[src/sv/tcpq_pkg.sv]
// ----------------------------------------------------------------------------
// tcpq_pkg
// Shared request codes and the command and status words that pass between
// the queue controller and its datapath.
// ----------------------------------------------------------------------------
package tcpq_pkg;

   // request kinds
   localparam logic [1:0] KIND_INSERT   = 2'd0;
   localparam logic [1:0] KIND_SERVE    = 2'd1;
   localparam logic [1:0] KIND_WITHDRAW = 2'd2;
   localparam logic [1:0] KIND_QUERY    = 2'd3;

   // slot memory read address select
   typedef logic [1:0] rd_sel_type;
   localparam rd_sel_type RD_CUR  = 2'd0;
   localparam rd_sel_type RD_NEXT = 2'd1;
   localparam rd_sel_type RD_PREV = 2'd2;

   // controller to datapath
   typedef struct packed {
      logic       load_req;
      logic       rd_en;
      rd_sel_type rd_sel;
      logic       wr_en;
      logic       wr_req;
      logic       idx_inc;
      logic       idx_dec;
      logic       record_hit;
      logic       cnt_inc;
      logic       cnt_dec;
      logic       emit;
   } cmd_type;

   // datapath to controller
   typedef struct packed {
      logic [1:0] kind;
      logic       at_end;
      logic       hit;
      logic       full;
      logic       last;
      logic       at_pos;
      logic       out_free;
   } status_type;

endpackage

[src/sv/tcpq_datapath.sv]
// ----------------------------------------------------------------------------
// tcpq_datapath
// Slot memory, scan index, entry counters, request capture and the
// registered result word.
// ----------------------------------------------------------------------------
module tcpq_datapath #(
   parameter int CAPACITY = 32,
   parameter int ID_BITS  = 16
) (
   input  logic                              clock,
   input  logic                              reset,
   input  tcpq_pkg::cmd_type                 cmd,
   output tcpq_pkg::status_type              status,
   input  logic [1:0]                        req_kind,
   input  logic [ID_BITS-1:0]                req_person_id,
   input  logic                              req_preferred,
   output logic                              rsp_valid,
   input  logic                              rsp_ready,
   output logic                              rsp_ok,
   output logic [ID_BITS-1:0]                rsp_served_id,
   output logic                              rsp_found_preferred,
   output logic [$clog2(CAPACITY+1)-1:0]     rsp_occupancy
);
   import tcpq_pkg::*;

   localparam int CNT_W  = $clog2(CAPACITY + 1);
   localparam int ADDR_W = $clog2(CAPACITY);
   localparam logic [CNT_W-1:0] CAP_CNT = CNT_W'(CAPACITY);
   localparam logic [CNT_W-1:0] ONE     = CNT_W'(1);

   // slot memory: preferred flag above the id
   logic [ID_BITS:0]    mem [CAPACITY];

   logic [1:0]          kind_ff;
   logic [ID_BITS-1:0]  id_ff;
   logic                pref_ff;
   logic [CNT_W-1:0]    idx_ff, idx_in;
   logic [CNT_W-1:0]    count_ff, count_in;
   logic [CNT_W-1:0]    pcount_ff, pcount_in;
   logic                ok_ff, ok_in;
   logic [ID_BITS-1:0]  served_ff, served_in;
   logic                fpref_ff, fpref_in;
   logic [ID_BITS-1:0]  rd_id_ff;
   logic                rd_pref_ff;
   logic                rsp_valid_ff, rsp_valid_in;
   logic                rsp_ok_ff;
   logic [ID_BITS-1:0]  rsp_served_ff;
   logic                rsp_fpref_ff;
   logic [CNT_W-1:0]    rsp_occ_ff;

   logic [CNT_W-1:0]    rd_idx;
   logic [CNT_W-1:0]    ins_pos;
   logic [ID_BITS:0]    wr_data;

   // read address select
   always_comb begin
      unique case (cmd.rd_sel)
         RD_CUR:  rd_idx = idx_ff;
         RD_NEXT: rd_idx = idx_ff + ONE;
         RD_PREV: rd_idx = idx_ff - ONE;
         default: rd_idx = idx_ff;
      endcase
   end

   assign wr_data = cmd.wr_req ? {pref_ff, id_ff} : {rd_pref_ff, rd_id_ff};

   // slot memory, one write and one registered read per cycle
   always_ff @(posedge clock) begin
      if (cmd.wr_en) begin
         mem[idx_ff[ADDR_W-1:0]] <= wr_data;
      end
      if (cmd.rd_en) begin
         {rd_pref_ff, rd_id_ff} <= mem[rd_idx[ADDR_W-1:0]];
      end
   end

   // insert position: behind the last preferential entry or at the tail
   assign ins_pos = pref_ff ? pcount_ff : count_ff;

   // status back to the controller
   always_comb begin
      status.kind     = kind_ff;
      status.at_end   = (idx_ff == count_ff);
      status.hit      = (kind_ff == KIND_SERVE) || (rd_id_ff == id_ff);
      status.full     = (count_ff == CAP_CNT);
      status.last     = ((idx_ff + ONE) == count_ff);
      status.at_pos   = (idx_ff == ins_pos);
      status.out_free = !rsp_valid_ff || rsp_ready;
   end

   // index, counters and result flags
   always_comb begin
      idx_in    = idx_ff;
      count_in  = count_ff;
      pcount_in = pcount_ff;
      ok_in     = ok_ff;
      served_in = served_ff;
      fpref_in  = fpref_ff;
      if (cmd.load_req) begin
         idx_in    = '0;
         ok_in     = 1'b0;
         served_in = '0;
         fpref_in  = 1'b0;
      end
      if (cmd.idx_inc) begin
         idx_in = idx_ff + ONE;
      end
      if (cmd.idx_dec) begin
         idx_in = idx_ff - ONE;
      end
      if (cmd.record_hit) begin
         ok_in = 1'b1;
         if (kind_ff == KIND_SERVE) begin
            served_in = rd_id_ff;
         end
         if (kind_ff == KIND_QUERY) begin
            fpref_in = rd_pref_ff;
         end else if (rd_pref_ff) begin
            pcount_in = pcount_ff - ONE;
         end
      end
      if (cmd.cnt_inc) begin
         ok_in    = 1'b1;
         count_in = count_ff + ONE;
         if (pref_ff) begin
            pcount_in = pcount_ff + ONE;
         end
      end
      if (cmd.cnt_dec) begin
         count_in = count_ff - ONE;
      end
   end

   // result word valid
   always_comb begin
      rsp_valid_in = rsp_valid_ff;
      if (cmd.emit) begin
         rsp_valid_in = 1'b1;
      end else if (rsp_ready) begin
         rsp_valid_in = 1'b0;
      end
   end

   // control registers
   always_ff @(posedge clock) begin
      if (reset) begin
         count_ff     <= '0;
         pcount_ff    <= '0;
         rsp_valid_ff <= 1'b0;
      end else begin
         count_ff     <= count_in;
         pcount_ff    <= pcount_in;
         rsp_valid_ff <= rsp_valid_in;
      end
   end

   // payload registers
   always_ff @(posedge clock) begin
      idx_ff    <= idx_in;
      ok_ff     <= ok_in;
      served_ff <= served_in;
      fpref_ff  <= fpref_in;
      if (cmd.load_req) begin
         kind_ff <= req_kind;
         id_ff   <= req_person_id;
         pref_ff <= req_preferred;
      end
      if (cmd.emit) begin
         rsp_ok_ff     <= ok_ff;
         rsp_served_ff <= served_ff;
         rsp_fpref_ff  <= fpref_ff;
         rsp_occ_ff    <= count_ff;
      end
   end

   assign rsp_valid           = rsp_valid_ff;
   assign rsp_ok              = rsp_ok_ff;
   assign rsp_served_id       = rsp_served_ff;
   assign rsp_found_preferred = rsp_fpref_ff;
   assign rsp_occupancy       = rsp_occ_ff;

endmodule

[src/sv/tcpq_ctrl.sv]
// ----------------------------------------------------------------------------
// tcpq_ctrl
// Request sequencer: scans the slots for a match, then shifts entries to
// open or close a gap, and hands the finished word to the output register.
// ----------------------------------------------------------------------------
module tcpq_ctrl (
   input  logic                  clock,
   input  logic                  reset,
   input  logic                  req_valid,
   output logic                  req_ready,
   input  tcpq_pkg::status_type  status,
   output tcpq_pkg::cmd_type     cmd
);
   import tcpq_pkg::*;

   localparam logic [2:0] S_IDLE     = 3'd0;
   localparam logic [2:0] S_SRCH_RD  = 3'd1;
   localparam logic [2:0] S_SRCH_CMP = 3'd2;
   localparam logic [2:0] S_RM_RD    = 3'd3;
   localparam logic [2:0] S_RM_WR    = 3'd4;
   localparam logic [2:0] S_INS_RD   = 3'd5;
   localparam logic [2:0] S_INS_WR   = 3'd6;
   localparam logic [2:0] S_FINISH   = 3'd7;

   logic [2:0] state_ff, state_in;

   assign req_ready = (state_ff == S_IDLE);

   // next state and commands
   always_comb begin
      state_in = state_ff;
      cmd      = '0;
      unique case (state_ff)
         S_IDLE: begin
            if (req_valid) begin
               cmd.load_req = 1'b1;
               state_in     = S_SRCH_RD;
            end
         end
         S_SRCH_RD: begin
            priority if (status.kind == KIND_INSERT && status.full) begin
               state_in = S_FINISH;
            end else if (status.at_end) begin
               state_in = (status.kind == KIND_INSERT) ? S_INS_RD : S_FINISH;
            end else begin
               cmd.rd_en  = 1'b1;
               cmd.rd_sel = RD_CUR;
               state_in   = S_SRCH_CMP;
            end
         end
         S_SRCH_CMP: begin
            priority if (!status.hit) begin
               cmd.idx_inc = 1'b1;
               state_in    = S_SRCH_RD;
            end else if (status.kind == KIND_INSERT) begin
               // duplicate id
               state_in = S_FINISH;
            end else if (status.kind == KIND_QUERY) begin
               cmd.record_hit = 1'b1;
               state_in       = S_FINISH;
            end else begin
               cmd.record_hit = 1'b1;
               state_in       = S_RM_RD;
            end
         end
         // close the gap: slot i takes slot i+1
         S_RM_RD: begin
            if (status.last) begin
               cmd.cnt_dec = 1'b1;
               state_in    = S_FINISH;
            end else begin
               cmd.rd_en  = 1'b1;
               cmd.rd_sel = RD_NEXT;
               state_in   = S_RM_WR;
            end
         end
         S_RM_WR: begin
            cmd.wr_en   = 1'b1;
            cmd.idx_inc = 1'b1;
            state_in    = S_RM_RD;
         end
         // open a gap: slot i takes slot i-1 down to the insert position
         S_INS_RD: begin
            if (status.at_pos) begin
               cmd.wr_en   = 1'b1;
               cmd.wr_req  = 1'b1;
               cmd.cnt_inc = 1'b1;
               state_in    = S_FINISH;
            end else begin
               cmd.rd_en  = 1'b1;
               cmd.rd_sel = RD_PREV;
               state_in   = S_INS_WR;
            end
         end
         S_INS_WR: begin
            cmd.wr_en   = 1'b1;
            cmd.idx_dec = 1'b1;
            state_in    = S_INS_RD;
         end
         S_FINISH: begin
            if (status.out_free) begin
               cmd.emit = 1'b1;
               state_in = S_IDLE;
            end
         end
         default: begin
            state_in = S_IDLE;
         end
      endcase
   end

   // state register
   always_ff @(posedge clock) begin
      if (reset) begin
         state_ff <= S_IDLE;
      end else begin
         state_ff <= state_in;
      end
   end

endmodule

[src/sv/two_class_priority_queue_unit.sv]
// Two-class queue of unique ids, preferential entries ahead of ordinary ones.
// Request channel (req_*): kind is insert, serve head, withdraw or query,
// with an id and, for insert, its class. Result channel (rsp_*): one word
// per request with ok, the served id, the class of a queried id and the
// occupancy after the request.
// Entries sit in order in a slot memory with one write port and a
// registered read; every memory step is a read followed by a compare or a
// write. A request scans from the head until a match or the tail (an insert
// into a full queue skips the scan), then a withdraw or serve shifts the
// later entries up and an insert shifts entries down to its position. The
// shortest requests are an insert into a full queue and a serve of an empty
// queue; the longest is an insert at the head of a nearly full queue. One
// request is in flight at a time; the next is taken in the cycle after the
// result word is loaded into the output register.
// A finished word waits in the output register; the next request is taken
// while it waits, and the sequencer holds its last step if the receiver
// still stalls. Reset empties the queue and drops any pending word; the slot
// memory keeps its contents and needs no clearing.
// ----------------------------------------------------------------------------
// two_class_priority_queue_unit
// Top level: sequencer plus slot datapath.
// ----------------------------------------------------------------------------
module two_class_priority_queue_unit #(
   parameter int CAPACITY = 32,
   parameter int ID_BITS  = 16
) (
   input  logic                              clock,
   input  logic                              reset,
   input  logic                              req_valid,
   output logic                              req_ready,
   input  logic [1:0]                        req_kind,
   input  logic [ID_BITS-1:0]                req_person_id,
   input  logic                              req_preferred,
   output logic                              rsp_valid,
   input  logic                              rsp_ready,
   output logic                              rsp_ok,
   output logic [ID_BITS-1:0]                rsp_served_id,
   output logic                              rsp_found_preferred,
   output logic [$clog2(CAPACITY+1)-1:0]     rsp_occupancy
);
   import tcpq_pkg::*;

   cmd_type    cmd;
   status_type status;

   tcpq_ctrl u_ctrl (
      .clock     (clock),
      .reset     (reset),
      .req_valid (req_valid),
      .req_ready (req_ready),
      .status    (status),
      .cmd       (cmd)
   );

   tcpq_datapath #(
      .CAPACITY (CAPACITY),
      .ID_BITS  (ID_BITS)
   ) u_datapath (
      .clock               (clock),
      .reset               (reset),
      .cmd                 (cmd),
      .status              (status),
      .req_kind            (req_kind),
      .req_person_id       (req_person_id),
      .req_preferred       (req_preferred),
      .rsp_valid           (rsp_valid),
      .rsp_ready           (rsp_ready),
      .rsp_ok              (rsp_ok),
      .rsp_served_id       (rsp_served_id),
      .rsp_found_preferred (rsp_found_preferred),
      .rsp_occupancy       (rsp_occupancy)
   );

endmodule

[config.mk]
export PLATFORM = sky130hd
export DESIGN_NAME = two_class_priority_queue_unit
export DESIGN_NICKNAME = d
export VERILOG_FILES = /design/src/sv/tcpq_pkg.sv /design/src/sv/tcpq_datapath.sv /design/src/sv/tcpq_ctrl.sv /design/src/sv/two_class_priority_queue_unit.sv
export SDC_FILE = /design/constraint.sdc
export NUM_CORES = 1
export LEC_CHECK = 0
export ABC_AREA = 1
export ABC_CLOCK_PERIOD_IN_PS = 4400
export BUFFER_PORTS_ARGS = -buffer_cell sky130_fd_sc_hd__buf_2
export CAP_MARGIN = 20
export CORE_MARGIN = 5
export CORE_UTILIZATION = 31
export CTS_CLUSTER_DIAMETER = 100
export CTS_CLUSTER_SIZE = 25
export DETAILED_ROUTE_END_ITERATION = 8
export GPL_TIMING_DRIVEN = 0
export SETUP_SLACK_MARGIN = 0.4
export SYNTH_ARGS = -nofsm -noshare
export SYNTH_HDL_FRONTEND = slang
export SYNTH_SLANG_ARGS = --single-unit
export TNS_END_PERCENT = 10
[constraint.sdc]
create_clock -name clock -period 4.4 [get_ports clock]
set_input_delay 0.88 -clock clock [delete_from_list [all_inputs] [get_ports clock]]
set_output_delay 0.88 -clock clock [all_outputs]
set_load 0.01 [all_outputs]
==> impl_results.md, run 1 <==
* CP required at between 4000 and 5000 ps
* Largest net degree at the start of global routing at 33
* WL/cell at approximately 21 µm
* Sum of negative setup slack at 0 ps
* Post-synth EDFFs at 610
* Avg Cell Area, Syn at 11.32 µm²
* H-tree depth at 1
* Critical-path top delay cell: edfxtp_1
* Fillcell total at about 8.6k
* Met2 Use GR at 0.2490
* Mapped Cells at approximately 2.5k
* Crit path DAT at 4340 ps
* Worst Skew at approximately 40 ps
* PD cells at roughly 480 mW/mm²
* Post-CTS Hold Fix Bufs at 0
* Final Max Slew Viols at 0
* Final worst-path cycle share at 0.8990
* Die W at a little over 300 µm
* Die footprint at between 0.09 and 0.1 mm²
* Rows at 109
* Final Wtd Congestion at between 0.8 and 0.9
* Worst Slack Setup Final at 444.2 ps
* Vias/cell at 4.955
* Max Cap Viol at 0
* DP Worst Slack at -148.0 ps
* M1 GR Usage at 0.2280
* #FFs+latches synth at ~640
* Vias at 18.65k
* Ys async rst share at 0
* Total Wirelength at between 70 and 80 mm
* First-pass GRT wire length at 113.7 mm
* Hold Path End: u_datapath.id_ff[15]
* Initial antenna violation count at 1
* Most used cell, CP: nand2_1
* Seq/Total Area, Yosys at 0.6841
* Syn. warnings at 0
* Critical path endpoint category: flip-flop
* Leading area contributor after synthesis: edfxtp_1
* Final #Nets at around 2.6k
* Yosys top cell area share at 0.6596
* Synth unique cells at 39
* CP startpoint kind: flip-flop
* Hold path cells at 1
* Fmax achieved at 252.8 MHz
* Layout cell share with drive strength beyond 1 at 0.1393
* Critical register-to-register path startpoint: u_datapath.idx_ff[0]
* Min-delay worst type: primary input to flip-flop
* Max VDD drop at 329.8 µV
* CP top delay family: simple AND/OR/NAND/NOR gates
* Remaining global-route overflow at 0
* M3 GR Usage at 0.01870
* Gr usage total at 0.1569
* RSZ-0062 raised after global routing: false
* Lkg Pwr at 11.92 nW
* Worst-Skew Late Latency at about 650 ps
* Post-detail-place hpwl at ~55 mm
* Post-Layout Cell Count at around 3.8k
* Total core area at a little under 0.09 mm²
* Layer with the highest usage: met2
* Reg-to-Reg End: u_datapath.rd_id_ff[9]
* Critical Path Fanout Max at 10
* Syn_nets at ~2.5k
* Longest Clk Path Bufs at 3
* Ys flop type: edfxtp_1
* Pre-Repair DR Iteration Count at 5
* Die height at 309.3 µm
* Top Ports at 49
* Number of buffers created by CTS at 30
* Final Hold Viols at 0
* Initial Util at 0.3133
* Synth Cell Area at 0.02777 mm²
* Final setup viols at 0
* Clk Tree Root Cell: clkbuf_16
* Placed Cells at 3707
* Initial DRC count at slightly above 2k
* CTS tree: built
* Crit path kind: flip-flop to flip-flop
* Slew @ Worst Pin at 1200 ps
* CP peak stage delay at between 400 and 500 ps
* CTS Sinks at approximately 640
* Drt drc at 0
* R2R depth at 23
* Worst path bufs/invs at 8
* Final ANT Viol Nets at 0
* # port buffers at 48
* Area added between synthesis and finish at 14.96%
* Status: finished, final reports clean
* Critical path cell sequence: buf_6, clkinv_4, ha_4, xnor2_1, nand3_1, nor2_2, nand2_1, nand2_1, inv_1, ha_4, clkinv_4, nor2_2, a21oi_4, buf_12, buf_8, buf_6, buf_6, o211ai_1, nand3_1, nand3_1, nand2_2, nand2_1, nand2_1
* Vias in the first global route at 17.48k
* Reg-to-reg slack, setup at approximately 440 ps
* Min Tclk post-route at between 3000 and 4000 ps
* Worst Hold Launch: req_person_id[15]
* Worst-path clk slew at approximately 110 ps
* Hold WS at about 420 ps
* Largest cells by area after synthesis: edfxtp_1, nand2_1, o211ai_1, inv_1, nand3_1
* Rel. slew slack at 0.2000
flip-flops by register name, summed over array words and instances (netlist names):
name and cells:
u_datapath.idx_ff 6, u_datapath.rsp_occupancy 6, u_datapath.rd_id_ff 16, u_datapath.pcount_ff 6, u_datapath.rsp_valid 1, u_datapath.rsp_found_preferred 1, u_datapath.id_ff 16, u_datapath.ok_ff 1
u_datapath.rsp_ok 1, u_datapath.rsp_served_id 16, u_datapath.mem 544, u_ctrl.state_ff 3, u_datapath.served_ff 16, u_datapath.count_ff 6, u_datapath.rd_pref_ff 1, u_datapath.kind_ff 2
u_datapath.fpref_ff 1, u_datapath.pref_ff 1
worst max path at each step:
stage                                    endpoint                 start  depth (start not counted)  slack, ps
final                      u_datapath.rd_id_ff[9]  u_datapath.idx_ff[0]                         23        440
after global routing       u_datapath.rd_id_ff[5]  u_datapath.idx_ff[0]                         23        330
after CTS                 u_datapath.rd_id_ff[12]  u_datapath.idx_ff[0]                         22        390
after detailed placement   u_datapath.rd_id_ff[4]  u_datapath.idx_ff[1]                         20       -150
after global placement       u_datapath.mem[5][7]  u_datapath.idx_ff[1]                          9      -2380
after floorplan            u_datapath.rd_id_ff[0]  u_datapath.idx_ff[0]                         23       1070
stage by stage:
stage | area (µm²) | util | power, mW
after floorplan | 27770 | - | 9.805
after global placement | 29470 | 0.3324 | 11.52
after detailed placement | 30540 | 0.3445 | 11.79
after CTS | 31590 | 0.3564 | 15.01
after global routing | 31920 | 0.3601 | 15.74
final | 31920 | 0.3601 | 15.19
cells in the final DEF (no fill, tap or decap), types with 34 or more instances in the layout:
cell type / n
nor2_1: 45
inv_1: 356
buf_2: 91
dfxtp_1: 34
nand3_1: 225
nor2_2: 34
o211ai_1: 274
edfxtp_1: 610
nand2_1: 575
buf_4: 35
what timing repair did:
action                     CTS  global route
resized for setup           56            76
cloned                       1             1
pin swaps                    1             7
setup endpoints to repair   17            17
buffers inserted             4             8
final cells by class:
class | instances | area, µm² | share of cell area
clock inverter | 4 | 71.32 | 0.002234
multi-input combinational | 1316 | 7157 | 0.2242
clock buffer | 38 | 780.7 | 0.02446
antenna | 1 | 2.502 | 0.00007839
buffer | 126 | 848.3 | 0.02657
sequential | 644 | 19000 | 0.5951
inverter | 367 | 1398 | 0.04378
tap | 1165 | 1458 | 0.04566
timing repair inverter | 1 | 5.005 | 0.0001568
timing repair buffer | 103 | 1206 | 0.03778
Yosys cell counts, types with 15 or more instances:
library cell  instances
o21ai_0              34
a21oi_1              15
edfxtp_1            610
o211ai_1            274
nand2_1             586
clkbuf_1             34
dfxtp_1              34
nor2_1               77
buf_4                20
buf_2                66
nand3_1             244
inv_1               357
ha_1                 16
power by group:
group          internal (mW)  switching, mW  leakage [nW]  total [mW]
Clock                   1.28           1.91         0.409        3.19
Sequential              7.26         0.0934          5.79        7.35
Combinational           1.40           3.26          5.72        4.65
Total                   9.93           5.26          11.9        15.2
metal layers:
metal	routed length (µm)	up-vias
met4	2644	0
met2	35070	747
met3	6331	103
li1	-	8732
met5	0	-
met1	33670	9072
worst register-to-register path, stage by stage (launching register included):
cell and delay (ps):
edfxtp_1 460, buf_6 160, clkinv_4 90, ha_4 310, xnor2_1 120, nand3_1 110
nor2_2 110, nand2_1 60, nand2_1 110, inv_1 90, ha_4 290, clkinv_4 100
nor2_2 140, a21oi_4 50, buf_12 150, buf_8 150, buf_6 160, buf_6 150
o211ai_1 160, nand3_1 190, nand3_1 200, nand2_2 160, nand2_1 110, nand2_1 90
cells by family (layout without fill, tap and decap cells):
kind of cell / Yosys count / in the layout / synth area share
other cells: 0 / 1 / 0
buf+inv: 493 / 639 / 0.07362
flops: 644 / 644 / 0.6841
xor+xnor: 16 / 16 / 0.005046
fa+ha+maj: 17 / 17 / 0.007930
compound gates: 343 / 343 / 0.08773
simple gates: 940 / 940 / 0.1415
Power figures use the tool's default switching activity.
==> run 2, diff against run 1 <==
PLACE_DENSITY_LB_ADDON = 0.15   (was default)
==> run 2 against run 1 <==
Against the previous run:
- die area stayed put
- clock skew is 15 ps lower
- first-iteration DRC count is 18% lower
- register-to-register slack better by 50 ps
- utilization is 0.33 points higher
==> impl_results.md, run 2 (same netlist as run 1, synthesis figures left out) <==
* Worst-path clk slew at 100 ps (about the same)
* Gr usage total at 0.1740 (+0.01706)
* Total core area at 0.08865 mm² (unchanged)
* Final worst-path cycle share at 0.8885 (-0.01058)
* PD cells at 484.9 mW/mm² (+1.9%)
* Initial antenna violation count at 2 (+1)
* Vias at 18.48k (-0.91%)
* Area added between synthesis and finish at 16.03%
* Crit path from: u_datapath.idx_ff[0]
* Final setup viols at 0 (unchanged)
* Critical path endpoint category: flip-flop
* Most common cell after layout, fill and taps aside: edfxtp_1
* Vias in the first global route at 18.10k (+3.5%)
* Post-detail-place hpwl at 61.26 mm (+11%)
* DP Worst Slack at -493.3 ps (-345.2 ps)
* Max VDD drop at 354.2 µV (+7.4%)
* Total Wirelength at 84.99 mm (+9.4%)
* Status: finished, final reports clean
* Die footprint at 0.09566 mm² (unchanged)
* Rel. slew slack at 0.2673 (+0.06730)
* Final #Nets at 2630 (+0.038%)
* Critical register-to-register path startpoint: u_datapath.idx_ff[0]
* Rows at 109 (unchanged)
* First-pass GRT wire length at 124.3 mm (+9.3%)
* Placed cell area at 0.03056 mm² (about the same)
* WL/cell at 22.54 µm (+9.2%)
* Worst-Skew Late Latency at 650 ps (about the same)
* Worst Hold Launch: req_person_id[8]
* Max Used Layer: met4
* # port buffers at 48 (unchanged)
* Final Max Slew Viols at 0 (unchanged)
* Lkg Pwr at 12.03 nW (+0.94%)
* Final Wtd Congestion at 0.8674 (-1.8%)
* CTS tree: built
* Worst Slack Setup Final at 490.8 ps (+46.55 ps)
* Number of buffers created by CTS at 31 (+3.3%)
* Design area at 0.03222 mm² (+0.93%)
* CTS Sinks at 644 (unchanged)
* CP required at 4770 ps (about the same)
* Metal-1 WL at 39.57 mm (+18%)
* Pre-Repair DR Iteration Count at 5 (unchanged)
* Min-delay worst type: primary input to flip-flop
* Crit path kind: flip-flop to flip-flop
* Commonest non-fill, non-tap cells in the layout: edfxtp_1, nand2_1, inv_1, o211ai_1, nand3_1
* Metal3 WL at 4.644 mm (-27%)
* Min Tclk post-route at 3909 ps (-46.55 ps)
* Layout cell share with drive strength beyond 1 at 0.1551 (+0.01586)
* Initial Util at 0.3133 (unchanged)
* Final Hold Viols at 0 (unchanged)
* Die height at 309.3 µm (unchanged)
* CP startpoint kind: flip-flop
* RSZ-0062 raised after global routing: true
* Remaining global-route overflow at 0 (unchanged)
* H-tree depth at 1 (unchanged)
* Met2 WL at 38.56 mm (+10%)
* Largest net degree at the start of global routing at 33 (unchanged)
* Max Cap Viol at 0 (unchanged)
* Vias/cell at 4.903 (-1.0%)
* Final ANT Viol Nets at 0 (unchanged)
* Drt drc at 0 (unchanged)
* Crit path DAT at 4280 ps (-60 ps)
* Longest Clk Path Bufs at 3 (unchanged)
* Fmax achieved at 255.8 MHz (+1.2%)
* Clk Tree Root Cell: clkbuf_16
* Initial DRC count at 1686 (-18%)
* Critical Path Fanout Max at 10 (unchanged)
* Post-CTS Hold Fix Bufs at 0 (unchanged)
* Slew @ Worst Pin at 1099 ps (-101.0 ps)
* Worst Skew at 24.83 ps (-15.28 ps)
* Top Ports at 49 (unchanged)
* Max FFs per register at 544 (unchanged)
* Die W at 309.3 µm (unchanged)
[run 2: changes by cell type in the layout (fill, tap and decap cells not counted), sizes merged]
cell	before	now
buf	187	195
inv	364	368
clkinv	8	7
clkbuf	79	72
clkinvlp	0	1
[run 2: area by class of cell]
cell class	count	area, µm²
clock inverters	9	80.08
inverters	367	1401
repair buffers	104	1227
well taps	1165	1458
flip-flops and latches	644	19000
multi-input cells	1316	7345
plain buffers	126	885.9
diodes	1	2.502
clock buffers	38	823.3
fillers	8772	56430
[run 2: metrics by stage]
stage          hold slack [ps]  power, mW  utilization   TNS, ps  instances
5_1_grt                  380.1      16.27       0.3634         0       3769
3_3_place_gp             424.7      11.75       0.3324  -1160250       3666
2_1_floorplan            408.6      9.805            -         0       2453
3_5_place_dp             419.4      12.03       0.3448     -7055       3710
6_report                 406.4      15.63       0.3635         0       3770
4_1_cts                  377.2      15.60       0.3606         0       3767
[run 2: critical path, stage by stage, from the launching register on]
cell and delay (ps):
edfxtp_1 380, buf_6 170, clkinv_4 120, ha_4 330, xnor2_1 120, nand3_1 100, nor2_2 140, nand2_1 90
nand2_2 110, inv_1 80, ha_4 290, inv_6 60, o21ai_2 600, inv_4 190, buf_2 320, nand3_1 190
nand2_1 130, nand2_1 90, nand2_1 110
[run 2: path summary, 6_finish.rpt]
path / endpoint / slack (ps) / cells after the start
setup reg to reg: u_datapath.rd_pref_ff / 490 / 18
hold reg to reg: u_datapath.rsp_served_id[3] / 440 / 0
setup / recovery: u_datapath.rd_pref_ff / 490 / 18
hold / removal: u_datapath.id_ff[8] / 410 / 1
[run 2: where the power goes]
group | internal (mW) | leakage [nW] | switching (mW)
logic | 1.47 | 5.80 | 3.46
registers | 7.26 | 5.79 | 0.105
clock network | 1.35 | 0.444 | 1.98
[run 2: what timing repair did]
action / 4_1_cts / 5_1_grt
gates resized for setup: 118 / 65
setup endpoints to repair: 17 / 17
cloned: 1 / 0
pin swaps: 9 / 25
buffers inserted: 9 / 1
[run 2: layer usage]
layer	global-route usage	up-vias
li1	-	8744
met1	0.2538	9163
met2	0.2794	499
met3	0.02273	78
met4	0.03965	0
met5	0	-
==> run 3, diff against run 2 <==
CORE_UTILIZATION = 45   (was 31)
==> run 3 against run 2 <==
Against the previous run:
- fmax rose by 1.0%
- combinational power is 6.3% lower
- register-to-register slack improved by 40 ps
- worst setup slack improved by 40 ps
- critical path depth up 6
- die area fell by 30%
- wire length is 10% lower
- global-route usage grew 5.0 points
- critical endpoint is now u_datapath.rd_id_ff[14]
- largest cell class unchanged
==> impl_results.md, run 3 (same netlist as run 1, synthesis figures left out) <==
* Status: finished, final reports clean
* Area added between synthesis and finish at 13.34%
* PD cells at 483.8 mW/mm² (-0.24%)
* Min-delay worst type: primary input to flip-flop
* Die footprint at 0.06678 mm² (-30%)
* Flop pwr share at 0.483 (+0.012)
* Final Max Slew Viols at 0 (unchanged)
* Final setup viols at 0 (unchanged)
* Total Wirelength at 76.47 mm (-10%)
* Final #Nets at 2636 (+0.23%)
* R2R depth at 24 (+6)
* WL/cell at 22.51 µm (-0.15%)
* CP startpoint kind: flip-flop
* Min Tclk post-route at 3870 ps (-39.68 ps)
* Pre-Repair DR Iteration Count at 6 (+1)
* CP required at 4800 ps (+30 ps)
* Final Wtd Congestion at 0.9637 (+11%)
* Longest Clk Path Bufs at 3 (unchanged)
* Commonest non-fill, non-tap cells in the layout: edfxtp_1, nand2_1, inv_1, o211ai_1, nand3_1
* Critical register-to-register path startpoint: u_datapath.idx_ff[4]
* Worst-Skew Late Latency at 650 ps (about the same)
* Initial DRC count at 1853 (+9.9%)
* Max VDD drop at 333.3 µV (-5.9%)
* Worst Slack Setup Final at 530.5 ps (+39.68 ps)
* Total power at 15.23 mW (-2.6%)
* Largest net degree at the start of global routing at 33 (unchanged)
* Total core area at 0.06137 mm² (-31%)
* Final Hold Viols at 0 (unchanged)
* Number of buffers created by CTS at 31 (unchanged)
* Cell internal pwr at 9.970 mW (-1.1%)
* Reg-to-Reg End: u_datapath.rd_id_ff[14]
* Drt drc at 0 (unchanged)
* Clk Tree Root Cell: clkbuf_16
* Max Cap Viol at 0 (unchanged)
* DP Worst Slack at -287.7 ps (+205.5 ps)
* Post-detail-place hpwl at 55.08 mm (-10%)
* Max FFs per register at 544 (unchanged)
* Slew @ Worst Pin at 1009 ps (-90.16 ps)
* Vias in the first global route at 17.75k (-1.9%)
* RSZ-0062 raised after global routing: false
* Worst-path clk slew at 100 ps (about the same)
* Die height at 258.4 µm (-16%)
* # port buffers at 48 (unchanged)
* H-tree depth at 1 (unchanged)
* Worst Hold Launch: req_person_id[11]
* Top Ports at 49 (unchanged)
* Switching Fraction at 0.3452 (-0.009721)
* Fmax achieved at 258.4 MHz (+1.0%)
* Lkg Pwr at 11.96 nW (-0.60%)
* Area occupied by multi-input gates at 0.007182 mm² (-2.2%)
* Gr usage total at 0.2238 (+0.04983)
* Post-CTS Hold Fix Bufs at 0 (unchanged)
* CTS tree: built
* Final worst-path cycle share at 0.8794 (-0.009018)
* Logic pwr share at 0.303 (-0.012)
* Vias at 18.42k (-0.34%)
* Rows at 91 (-17%)
* Remaining global-route overflow at 0 (unchanged)
* Crit path kind: flip-flop to flip-flop
* Worst Skew at 27.65 ps (+2.813 ps)
* P_sw at 5.255 mW (-5.2%)
* Vias/cell at 5.423 (+11%)
* Critical Path Fanout Max at 10 (unchanged)
* CTS Sinks at 644 (unchanged)
* Most common cell after layout, fill and taps aside: edfxtp_1
* Layout cell share with drive strength beyond 1 at 0.1454 (-0.009768)
* Hold Path End: u_datapath.id_ff[11]
* Initial antenna violation count at 0 (-2)
* Fillcell total at 5319 (-39%)
* Ant. Diodes at 0 (-1)
* Clock Power Share at 0.214 (about the same)
* Reg-to-reg slack, setup at 530 ps (+40 ps)
* Critical path endpoint category: flip-flop
* Final ANT Viol Nets at 0 (unchanged)
* Crit path DAT at 4270 ps (about the same)
* Rel. slew slack at 0.3274 (+0.06011)
* Die W at 258.4 µm (-16%)
* Register Area at 0.01900 mm² (unchanged)
* First-pass GRT wire length at 113.1 mm (-9.0%)
* Initial Util at 0.4525 (+0.1392)
* Hold path cells at 1 (unchanged)
[run 3: per-stage QoR]
stage / setup TNS (ps) / utilization / cell area, µm² / hold WS, ps / std cells
after detailed placement: -3421 / 0.4888 / 30000 / 419.5 / 3336
after global routing: 0 / 0.5128 / 31470 / 376.8 / 3397
final: 0 / 0.5128 / 31470 / 402.0 / 3397
after CTS: 0 / 0.5063 / 31070 / 369.5 / 3386
after global placement: -857170 / 0.4725 / 29000 / 416.8 / 3291
after floorplan: 0 / - / 27770 / 408.6 / 2453
[run 3: area by class of cell]
type,count,share of cell area
Buffer,126,0.02683
Clock buffer,37,0.02536
Clock inverter,7,0.002783
Inverter,367,0.04441
Multi-Input combinational cell,1316,0.2282
Sequential cell,644,0.6036
Tap cell,790,0.03141
Timing Repair Buffer,110,0.03737
[run 3: worst max-delay path by stage]
stage,start,to,slack [ps],cells after the start
final,u_datapath.idx_ff[4],u_datapath.rd_id_ff[14],530,24
after global routing,u_datapath.idx_ff[4],u_datapath.rd_id_ff[7],390,24
after CTS,u_datapath.idx_ff[1],u_datapath.rd_id_ff[10],380,24
after detailed placement,u_datapath.idx_ff[1],u_datapath.rd_id_ff[8],-290,20
after global placement,u_datapath.idx_ff[1],u_datapath.mem[4][8],-2300,9
after floorplan,u_datapath.idx_ff[0],u_datapath.rd_id_ff[0],1070,23
[run 3: worst max-delay path: stages, from the launching register on]
cell      delay, ps
edfxtp_1        320
buf_2           240
inv_1           220
o21ai_1         130
nand2_1         110
inv_2           100
nand2_1          70
a21oi_2         200
nand2_1          90
nand2_2         100
inv_1            70
ha_4            300
inv_8            60
nor2_4          110
a21oi_4          50
buf_12          140
buf_12          140
buf_6           160
buf_4           190
o211ai_1        160
nand3_1         160
nand3_1         180
nand2_1         120
nand2_1         120
nand2_1         100
[run 3: power by group through the flow]
stage,combinational (mW),sequential (mW),clock [mW]
2_1_floorplan,2.31,7.49,0
6_report,4.62,7.35,3.25
3_5_place_dp,4.27,7.49,0
3_3_place_gp,3.89,7.60,0
5_1_grt,4.90,7.37,3.55
4_1_cts,4.38,7.35,3.32
[run 3: layer usage]
metal  part of all wire  GRT usage  up-vias
met3              0.060    0.02114      109
met4              0.033    0.06670        0
met2               0.46     0.3647      588
li1                   -          -     8755
met5                  0          0        -
met1               0.44     0.3237     8970
[run 3: repair_timing]
action	4_1_cts	5_1_grt
cloned	0	1
resized for setup	56	89
pin swaps	0	17
buffers inserted	6	9
endpoints found under the setup margin	17	17
